**src/rtl/u2j_pkg.sv**
```systemverilog
`default_nettype none

package u2j_pkg;

    localparam int unsigned MaxBytes = 9;
    localparam int unsigned CountW   = 4;

    // Characters that take a short two-byte escape.
    localparam logic [15:0] C_QUOTE  = 16'h0022;
    localparam logic [15:0] C_BSLASH = 16'h005C;
    localparam logic [15:0] C_BSPACE = 16'h0008;
    localparam logic [15:0] C_FFEED  = 16'h000C;
    localparam logic [15:0] C_NLINE  = 16'h000A;
    localparam logic [15:0] C_CRET   = 16'h000D;
    localparam logic [15:0] C_TAB    = 16'h0009;

    localparam logic [7:0] B_BSLASH = 8'h5C;
    localparam logic [7:0] B_U      = 8'h75;
    localparam logic [7:0] B_ZERO   = 8'h30;
    localparam logic [7:0] B_ONE    = 8'h31;

    // U+FFFD encodes as EF BF BD.
    localparam logic [7:0] B_REPL0 = 8'hEF;
    localparam logic [7:0] B_REPL1 = 8'hBF;
    localparam logic [7:0] B_REPL2 = 8'hBD;

    localparam logic [5:0] SURR_HIGH = 6'b110110;
    localparam logic [5:0] SURR_LOW  = 6'b110111;

    typedef logic [MaxBytes-1:0][7:0] t_bytes;

    // One encoded code unit: the bytes in order from index 0.
    typedef struct packed {
        t_bytes              bytes;
        logic [CountW-1:0]   count;
        logic                slast;
    } t_enc;

    // Surrogate state carried from one code unit to the next.
    typedef struct packed {
        logic       pend;
        logic [9:0] hbits;
    } t_surr;

endpackage

`default_nettype wire

```
**src/rtl/u2j_if.sv**
```systemverilog
`default_nettype none

interface u2j_unit_if;
    logic        valid;
    logic        ready;
    logic [15:0] code_unit;
    logic        string_last;

    modport source (output valid, output code_unit, output string_last, input ready);
    modport sink   (input valid, input code_unit, input string_last, output ready);
endinterface

interface u2j_byte_if;
    logic       valid;
    logic       ready;
    logic [7:0] out_byte;
    logic       run_last;
    logic       string_end;

    modport source (output valid, output out_byte, output run_last, output string_end,
                    input ready);
    modport sink   (input valid, input out_byte, input run_last, input string_end,
                    output ready);
endinterface

`default_nettype wire

```
**src/rtl/u2j_encoder.sv**
```systemverilog
`default_nettype none

module u2j_encoder (
    input  wire logic [15:0]   i_unit,
    input  wire logic          i_last,
    input  wire u2j_pkg::t_surr i_surr,
    output u2j_pkg::t_enc      o_enc,
    output u2j_pkg::t_surr     o_surr
);

    logic              is_high;
    logic              is_low;
    logic [7:0]        esc;
    logic [5:0][7:0]   h_bytes;
    logic [2:0]        h_cnt;
    logic [20:0]       cp;
    logic [3:0]        nib;
    logic [7:0]        hex_lo;

    assign is_high = (i_unit[15:10] == u2j_pkg::SURR_HIGH);
    assign is_low  = (i_unit[15:10] == u2j_pkg::SURR_LOW);
    assign nib     = i_unit[3:0];
    assign hex_lo  = (nib < 4'd10) ? {4'h3, nib} : (8'h57 + {4'h0, nib});
    assign cp      = 21'h010000 + {1'b0, i_surr.hbits, i_unit[9:0]};

    always_comb begin
        case (i_unit)
            u2j_pkg::C_QUOTE:  esc = 8'h22;
            u2j_pkg::C_BSLASH: esc = 8'h5C;
            u2j_pkg::C_BSPACE: esc = 8'h62;
            u2j_pkg::C_FFEED:  esc = 8'h66;
            u2j_pkg::C_NLINE:  esc = 8'h6E;
            u2j_pkg::C_CRET:   esc = 8'h72;
            u2j_pkg::C_TAB:    esc = 8'h74;
            default:           esc = 8'h00;
        endcase
    end

    // Bytes for the unit on its own, without any held surrogate.
    always_comb begin
        h_bytes = '0;
        h_cnt   = 3'd0;
        if (esc != 8'h00) begin
            h_bytes[0] = u2j_pkg::B_BSLASH;
            h_bytes[1] = esc;
            h_cnt      = 3'd2;
        end else if (i_unit <= 16'h001F) begin
            h_bytes[0] = u2j_pkg::B_BSLASH;
            h_bytes[1] = u2j_pkg::B_U;
            h_bytes[2] = u2j_pkg::B_ZERO;
            h_bytes[3] = u2j_pkg::B_ZERO;
            h_bytes[4] = i_unit[4] ? u2j_pkg::B_ONE : u2j_pkg::B_ZERO;
            h_bytes[5] = hex_lo;
            h_cnt      = 3'd6;
        end else if ((is_high && i_last) || is_low) begin
            h_bytes[0] = u2j_pkg::B_REPL0;
            h_bytes[1] = u2j_pkg::B_REPL1;
            h_bytes[2] = u2j_pkg::B_REPL2;
            h_cnt      = 3'd3;
        end else if (is_high) begin
            h_cnt = 3'd0;
        end else if (i_unit <= 16'h007F) begin
            h_bytes[0] = i_unit[7:0];
            h_cnt      = 3'd1;
        end else if (i_unit <= 16'h07FF) begin
            h_bytes[0] = {3'b110, i_unit[10:6]};
            h_bytes[1] = {2'b10, i_unit[5:0]};
            h_cnt      = 3'd2;
        end else begin
            h_bytes[0] = {4'b1110, i_unit[15:12]};
            h_bytes[1] = {2'b10, i_unit[11:6]};
            h_bytes[2] = {2'b10, i_unit[5:0]};
            h_cnt      = 3'd3;
        end
    end

    always_comb begin
        o_enc.bytes = '0;
        o_enc.count = '0;
        o_enc.slast = i_last;
        if (i_surr.pend && is_low) begin
            o_enc.bytes[0] = {5'b11110, cp[20:18]};
            o_enc.bytes[1] = {2'b10, cp[17:12]};
            o_enc.bytes[2] = {2'b10, cp[11:6]};
            o_enc.bytes[3] = {2'b10, cp[5:0]};
            o_enc.count    = 4'd4;
        end else if (i_surr.pend) begin
            o_enc.bytes[0]   = u2j_pkg::B_REPL0;
            o_enc.bytes[1]   = u2j_pkg::B_REPL1;
            o_enc.bytes[2]   = u2j_pkg::B_REPL2;
            o_enc.bytes[8:3] = h_bytes;
            o_enc.count      = 4'(h_cnt) + 4'd3;
        end else begin
            o_enc.bytes[5:0] = h_bytes;
            o_enc.count      = 4'(h_cnt);
        end
    end

    // A high surrogate is only held when the string goes on.
    assign o_surr.pend  = is_high && !i_last;
    assign o_surr.hbits = i_unit[9:0];

endmodule

`default_nettype wire

```
**src/rtl/u2j_serializer.sv**
```systemverilog
`default_nettype none

module u2j_serializer (
    input  wire logic          i_clk,
    input  wire logic          i_rst_n,
    input  wire logic          i_load,
    input  wire u2j_pkg::t_enc i_enc,
    output logic               o_can_load,
    u2j_byte_if.source         o_byte
);

    u2j_pkg::t_bytes                r_buf;
    u2j_pkg::t_bytes                n_buf;
    logic [u2j_pkg::CountW-1:0]     r_rem;
    logic [u2j_pkg::CountW-1:0]     n_rem;
    logic                           r_slast;
    logic                           n_slast;
    logic                           take;

    assign take       = o_byte.valid && o_byte.ready;
    assign o_can_load = (r_rem == '0) || ((r_rem == 4'd1) && o_byte.ready);

    always_comb begin
        n_buf   = r_buf;
        n_rem   = r_rem;
        n_slast = r_slast;
        if (i_load) begin
            n_buf   = i_enc.bytes;
            n_rem   = i_enc.count;
            n_slast = i_enc.slast;
        end else if (take) begin
            n_buf[u2j_pkg::MaxBytes-2:0] = r_buf[u2j_pkg::MaxBytes-1:1];
            n_rem                        = r_rem - 4'd1;
        end
    end

    always_ff @(posedge i_clk) begin
        if (!i_rst_n) begin
            r_rem <= '0;
        end else begin
            r_rem <= n_rem;
        end
    end

    always_ff @(posedge i_clk) begin
        r_buf   <= n_buf;
        r_slast <= n_slast;
    end

    assign o_byte.valid      = (r_rem != '0);
    assign o_byte.out_byte   = r_buf[0];
    assign o_byte.run_last   = (r_rem == 4'd1);
    assign o_byte.string_end = (r_rem == 4'd1) && r_slast;

`ifndef SYNTHESIS
    a_rem_range: assert property (@(posedge i_clk) disable iff (!i_rst_n)
        r_rem <= 4'(u2j_pkg::MaxBytes))
        else $error("byte count exceeds the largest expansion");
    a_more_bytes: assert property (@(posedge i_clk) disable iff (!i_rst_n)
        (take && !o_byte.run_last) |=> o_byte.valid)
        else $error("run ended before its last byte");
`endif

endmodule

`default_nettype wire

```
**src/rtl/utf16_to_utf8_json_escape_unit.sv**
```systemverilog
`default_nettype none

// UTF-16 to UTF-8 converter with JSON string escaping.
// The input channel carries one UTF-16 code unit per transfer together with a
// flag that marks the last unit of a string. The output channel carries one
// escaped UTF-8 byte per transfer; run_last marks the last byte caused by one
// input unit and string_end the last byte of the string.
// A unit is taken into an input register, encoded combinationally into a
// buffer of up to nine bytes, and the buffer then sends one byte per cycle
// while the receiver is ready. The first byte of a unit is offered once the
// unit has passed the input register and been loaded into the buffer, which
// waits while the buffer is still busy with an earlier run. The buffer sets
// the pace: a unit yields one to three bytes for ordinary text, up to nine
// when a held high surrogate is dropped ahead of a control escape, and none
// for a high surrogate that is only held. A new unit is accepted while
// the buffer still sends the last byte of the previous one.
// When the receiver stalls, the buffer holds its byte and the input register
// fills; ready then falls until the buffer can take the next run.
// Reset empties both registers and drops any held high surrogate.
module utf16_to_utf8_json_escape_unit (
    input  wire logic  i_clk,
    input  wire logic  i_rst_n,
    u2j_unit_if.sink   i_unit,
    u2j_byte_if.source o_byte
);

    // Input register.
    logic            r_in_v;
    logic            n_in_v;
    logic [15:0]     r_in_unit;
    logic            r_in_last;

    // High surrogate waiting for its partner.
    u2j_pkg::t_surr  r_surr;
    u2j_pkg::t_surr  n_surr;

    u2j_pkg::t_enc   enc;
    u2j_pkg::t_surr  enc_surr;
    logic            can_load;
    logic            adv;
    logic            load;
    logic            in_take;

    u2j_encoder u_enc (
        .i_unit (r_in_unit),
        .i_last (r_in_last),
        .i_surr (r_surr),
        .o_enc  (enc),
        .o_surr (enc_surr)
    );

    u2j_serializer u_ser (
        .i_clk      (i_clk),
        .i_rst_n    (i_rst_n),
        .i_load     (load),
        .i_enc      (enc),
        .o_can_load (can_load),
        .o_byte     (o_byte)
    );

    // A unit that yields no bytes leaves the input register without
    // waiting for the buffer.
    assign adv     = r_in_v && ((enc.count == '0) || can_load);
    assign load    = r_in_v && (enc.count != '0) && can_load;
    assign in_take = i_unit.valid && i_unit.ready;

    assign i_unit.ready = !r_in_v || adv;

    always_comb begin
        n_in_v = r_in_v;
        n_surr = r_surr;
        if (adv) begin
            n_surr = enc_surr;
            n_in_v = 1'b0;
        end
        if (in_take) begin
            n_in_v = 1'b1;
        end
    end

    always_ff @(posedge i_clk) begin
        if (!i_rst_n) begin
            r_in_v <= 1'b0;
            r_surr <= '0;
        end else begin
            r_in_v <= n_in_v;
            r_surr <= n_surr;
        end
    end

    always_ff @(posedge i_clk) begin
        if (in_take) begin
            r_in_unit <= i_unit.code_unit;
            r_in_last <= i_unit.string_last;
        end
    end

`ifndef SYNTHESIS
    a_end_clears: assert property (@(posedge i_clk) disable iff (!i_rst_n)
        (adv && r_in_last) |=> !r_surr.pend)
        else $error("surrogate held past the end of a string");
    a_load_shows: assert property (@(posedge i_clk) disable iff (!i_rst_n)
        load |=> o_byte.valid)
        else $error("loaded run not offered on the output");
    a_end_has_bytes: assert property (@(posedge i_clk) disable iff (!i_rst_n)
        (r_in_v && r_in_last) |-> (enc.count != '0))
        else $error("last unit of a string produced no bytes");
`endif

endmodule

`default_nettype wire
```
**src/flat_wrapper.sv**
```systemverilog
// flat-port wrapper written by rule: the top's interface ports become plain ports
module utf16_to_utf8_json_escape_unit_flat 
  (i_clk, i_rst_n, i_unit_valid, i_unit_code_unit, i_unit_string_last, i_unit_ready, o_byte_valid, o_byte_out_byte, o_byte_run_last, o_byte_string_end, o_byte_ready);
  u2j_unit_if i_unit_i ();
  u2j_byte_if o_byte_i ();
  input  wire logic i_clk;
  input  wire logic i_rst_n;
  input wire logic [$bits(i_unit_i.valid)-1:0] i_unit_valid;
  input wire logic [$bits(i_unit_i.code_unit)-1:0] i_unit_code_unit;
  input wire logic [$bits(i_unit_i.string_last)-1:0] i_unit_string_last;
  output wire logic [$bits(i_unit_i.ready)-1:0] i_unit_ready;
  output wire logic [$bits(o_byte_i.valid)-1:0] o_byte_valid;
  output wire logic [$bits(o_byte_i.out_byte)-1:0] o_byte_out_byte;
  output wire logic [$bits(o_byte_i.run_last)-1:0] o_byte_run_last;
  output wire logic [$bits(o_byte_i.string_end)-1:0] o_byte_string_end;
  input wire logic [$bits(o_byte_i.ready)-1:0] o_byte_ready;
  assign i_unit_i.valid = i_unit_valid;
  assign i_unit_i.code_unit = i_unit_code_unit;
  assign i_unit_i.string_last = i_unit_string_last;
  assign i_unit_ready = i_unit_i.ready;
  assign o_byte_valid = o_byte_i.valid;
  assign o_byte_out_byte = o_byte_i.out_byte;
  assign o_byte_run_last = o_byte_i.run_last;
  assign o_byte_string_end = o_byte_i.string_end;
  assign o_byte_i.ready = o_byte_ready;
  utf16_to_utf8_json_escape_unit u_core (.i_clk(i_clk), .i_rst_n(i_rst_n), .i_unit(i_unit_i), .o_byte(o_byte_i));
endmodule
```
**config.mk**
```make
export PLATFORM = sky130hd
export DESIGN_NAME = utf16_to_utf8_json_escape_unit_flat
export DESIGN_NICKNAME = d
export VERILOG_FILES = /design/src/rtl/u2j_pkg.sv /design/src/rtl/u2j_if.sv /design/src/rtl/u2j_encoder.sv /design/src/rtl/u2j_serializer.sv /design/src/rtl/utf16_to_utf8_json_escape_unit.sv /design/src/flat_wrapper.sv
export SDC_FILE = /design/constraint.sdc
export NUM_CORES = 1
export LEC_CHECK = 0
export BUFFER_PORTS_ARGS = -buffer_cell sky130_fd_sc_hd__buf_4
export CAP_MARGIN = 20
export CELL_PAD_IN_SITES_DETAIL_PLACEMENT = 0
export CELL_PAD_IN_SITES_GLOBAL_PLACEMENT = 1
export CORE_ASPECT_RATIO = 0.9
export CORE_MARGIN = 1
export CORE_UTILIZATION = 45
export DETAILED_ROUTE_END_ITERATION = 8
export GPL_TIMING_DRIVEN = 0
export PLACE_DENSITY_LB_ADDON = 0.2
export SYNTH_ARGS = -nofsm -noshare
export SYNTH_HDL_FRONTEND = slang
export SYNTH_SLANG_ARGS = --single-unit
```
**constraint.sdc**
```tcl
create_clock -name i_clk -period 5.6 [get_ports i_clk]
set_input_delay 1.68 -clock i_clk [delete_from_list [all_inputs] [get_ports i_clk]]
set_output_delay 1.68 -clock i_clk [all_outputs]
set_load 0.1 [all_outputs]
```
==> flow_summary.toml <==
[cells_and_area]
post-route-util = 0.541
fin_cells = 756
antennaDiodeCount = 0
layout.nets = 621
layout-drive-gt1-share = 0.210
area_delta_synth_final_pct = 17.5
multi_input_area_sq_mm = 0.00235
fin_area_sq_mm = 0.00650
ff_latch_area_sq_mm = 0.00293
fillers = 1068

[sta]
finalHoldViolations = 0
fin_skew_ns = 0.00804
tightest_slew_ns = 0.827
drv_slew = 0
setup_tns_ns = 0
fmax_ghz = 0.183
max-slew-margin-rel = 0.443
period_minus_slack_ns = 5.46
fin_crit_sh = 0.975
setup_viol = 0

[clock_network]
root_buffer = "clkbuf_16"
cts_hold_buf = 0
cts_tree = "yes"
clkSinkCount = 103
cts_buffers = 9
clk_pin_slew_ns = 0.08
clk_latency_ns = 0.36
clk_path_buf_depth = 2
h-tree-depth = 3

[yosys]
yosysTopAreaCellShare = 0.472
synth_area_leader_cell = "edfxtp_1"
synthCells = 536
synthTopCellsByArea = "edfxtp_1 (47%), nand2_1 (6.2%), dfxtp_1 (5.8%)"
ys_types = 72
netlist_area_sq_mm = 0.00554
ys_ff_latch = 103
synth-edff-count = 87
async_flop_share = 0
synth_fp_nets = 566
synth_area_per_cell_sq_um = 10.3
ys_seq_area_frac = 0.530
yosys_warnings = 0
synth_ff_type = "edfxtp_1"

[floorplan]
fp.dieW_um = 119
start_util = 0.460
ios = 33
fp.dieArea_sq_mm = 0.0128
dieHeight_um = 107
placementRows = 38
core_sq_mm = 0.0120

[pwr]
p_leak_nw = 2.48
ir_worst_vdd_mv = 0.267
cellPowerDensity_mw_per_mm2 = 547
power_w = 0.00356

[placement]
dp.cells = 728
io_buffers = 31
place_congestion = 0.906
dpl.hpwl_um = 10500
placed_cell_area_sq_mm = 0.00599

[detailed_routing]
wire_per_inst_um = 19.7
drt-total-wl_um = 14900
avgViaCountPerCell = 5.72
drt_iter0_drc = 407
drc_errors = 0
vias = 4326
ant_nets = 0
drt_pass1_iterations = 4

[global_route]
grt_max_degree = 39
grt_pass1_vias = 4033
grt_first_pass_wirelength_um = 22900
antenna_found_initial = 0
grt_overflow = 0
grt_usage = 0.247

[setup_path]
timing_worst_setup_path_type = "flop to primary output"
r2r-start = "u_core.r_in_unit[0]$_DFFE_PP_"
crit_arrival_ns = 3.78
crit_start = "u_core.r_in_unit[0]$_DFFE_PP_"
crit_required_ns = 3.92
rrSetupSlack_ns = 1.07
path_max_fanout = 6
r2r_cells = 21
cp-end-kind = "primary output"
cp-start-kind = "flop"
r2r-end = "u_core.u_ser.r_rem[0]$_SDFFE_PN0P_"

[flow_run]
maxCapViolations = 0

[min_path]
whs_path_depth = 2
hp-class = "flop to flop"
worstHoldEndpoint = "u_core.r_surr[4]$_SDFFE_PN0P_"
worstHoldStart = "u_core.r_surr[4]$_SDFFE_PN0P_"

[status]
run_status = "finished, final reports clean"
==> logic make-up after synthesis <==
group / share of synthesized area
multiplexers: 0.0456
AND/OR/NAND/NOR: 0.173
buffers and inverters: 0.0599
XOR/XNOR: 0.00475
AO/OA/AOI/OAI: 0.166
adder cells (fa/ha/maj): 0.0203
flip-flops: 0.530
==> area by class of cell <==
| cell class | count | share of cell area |
|---|---|---|
| well taps | 160 | 0.0308 |
| multi-input cells | 370 | 0.362 |
| clock inverters | 6 | 0.0119 |
| plain buffers | 47 | 0.0429 |
| flip-flops and latches | 103 | 0.451 |
| clock buffers | 10 | 0.0352 |
| inverters | 15 | 0.0106 |
| repair buffers | 45 | 0.0558 |
==> report_power, final <==
group	switching [W]	internal [W]	total, W
Sequential	0.000114	0.00130	0.00141
Clock	0.000302	0.000356	0.000658
Combinational	0.00100	0.000486	0.00149
==> repair_timing <==
action | CTS | global route
pin swaps | 2 | 2
resized for setup | 18 | 13
buffers inserted | 9 | 4
endpoints found under the setup margin | 1 | 1
gates cloned | 0 | 0
==> state kept, by name (all words and copies together), names as in the netlist <==
name / flops
u_core.r_in_unit: 16
u_core.u_ser.r_buf: 61
u_core.r_in_v: 1
u_core.u_ser.o_byte.out_byte: 8
u_core.r_surr: 11
u_core.u_ser.r_rem: 4
u_core.u_ser.r_slast: 1
u_core.r_in_last: 1
==> placed cells by master, fill, tap and decap left out, types with 5 or more instances in the layout <==
master,count
nor2_1,32
a31oi_1,6
o31ai_2,5
a21oi_1,28
buf_6,5
o31ai_1,5
edfxtp_1,87
o211ai_1,6
o221ai_1,5
clkbuf_1,28
mux2_4,6
ha_1,6
dfxtp_1,16
and2_1,18
clkbuf_16,9
nand3_1,11
buf_4,52
inv_1,11
a21o_1,5
nor3_1,5
o21ai_0,52
mux2i_1,14
nand2_1,90
==> metrics by stage <==
| step | hold slack [ns] | worst slack [ns] |
|---|---|---|
| after floorplan | 0.432 | 0.246 |
| after global routing | 0.497 | -0.000587 |
| final | 0.465 | 0.142 |
| after detailed placement | 0.456 | -0.274 |
| after CTS | 0.466 | 0.00594 |
| after global placement | 0.442 | -0.420 |
==> worst max-delay path by stage <==
stage / end / slack, ns / cells past startpoint
after global routing: i_unit_ready / -0.0006 / 17
after CTS: i_unit_ready / 0.006 / 18
after detailed placement: i_unit_ready / -0.27 / 18
after global placement: u_core.u_ser.r_rem[0]$_SDFFE_PN0P_ / -0.42 / 18
final: i_unit_ready / 0.14 / 17
after floorplan: i_unit_ready / 0.25 / 17
==> routing by layer <==
| metal | part of all wire | wire length, um | GRT usage | vias to the layer above |
|---|---|---|---|---|
| li1 | - | - | - | 2045 |
| met1 | 0.45 | 6750 | 0.334 | 2087 |
| met2 | 0.46 | 6830 | 0.383 | 174 |
| met3 | 0.067 | 997 | 0.0606 | 20 |
| met4 | 0.022 | 331 | 0.0922 | 0 |
| met5 | 0 | 0 | 0 | - |
==> critical path, stage by stage (launching register included) <==
cell and delay [ns]:
edfxtp_1 0.39, clkbuf_8 0.16, inv_6 0.08, ha_4 0.14
or4b_4 0.47, or3b_4 0.41, buf_6 0.14, a21oi_4 0.16
or2_4 0.16, nor2_1 0.04, ha_1 0.17, nand2b_4 0.14
nand4_1 0.10, nor3b_4 0.23, nand4_2 0.11, and2b_2 0.24
nand2_2 0.10, buf_12 0.17
==> cell usage after synthesis (all sizes together), types with 3 or more instances <==
master,instances
a21o,5
a21oi,29
a31oi,7
and2,20
and3,3
buf,19
clkbuf,29
dfxtp,16
edfxtp,87
ha,9
inv,15
mux2,8
mux2i,14
nand2,91
nand3,12
nand4,5
nor2,32
nor3,5
nor4,4
o211ai,6
o21a,4
o21ai,53
o221ai,5
o22ai,4
o31ai,10
or2,4
or3,3
or3b,3
xnor2,3
No activity file was read; power rests on OpenSTA's default activity.
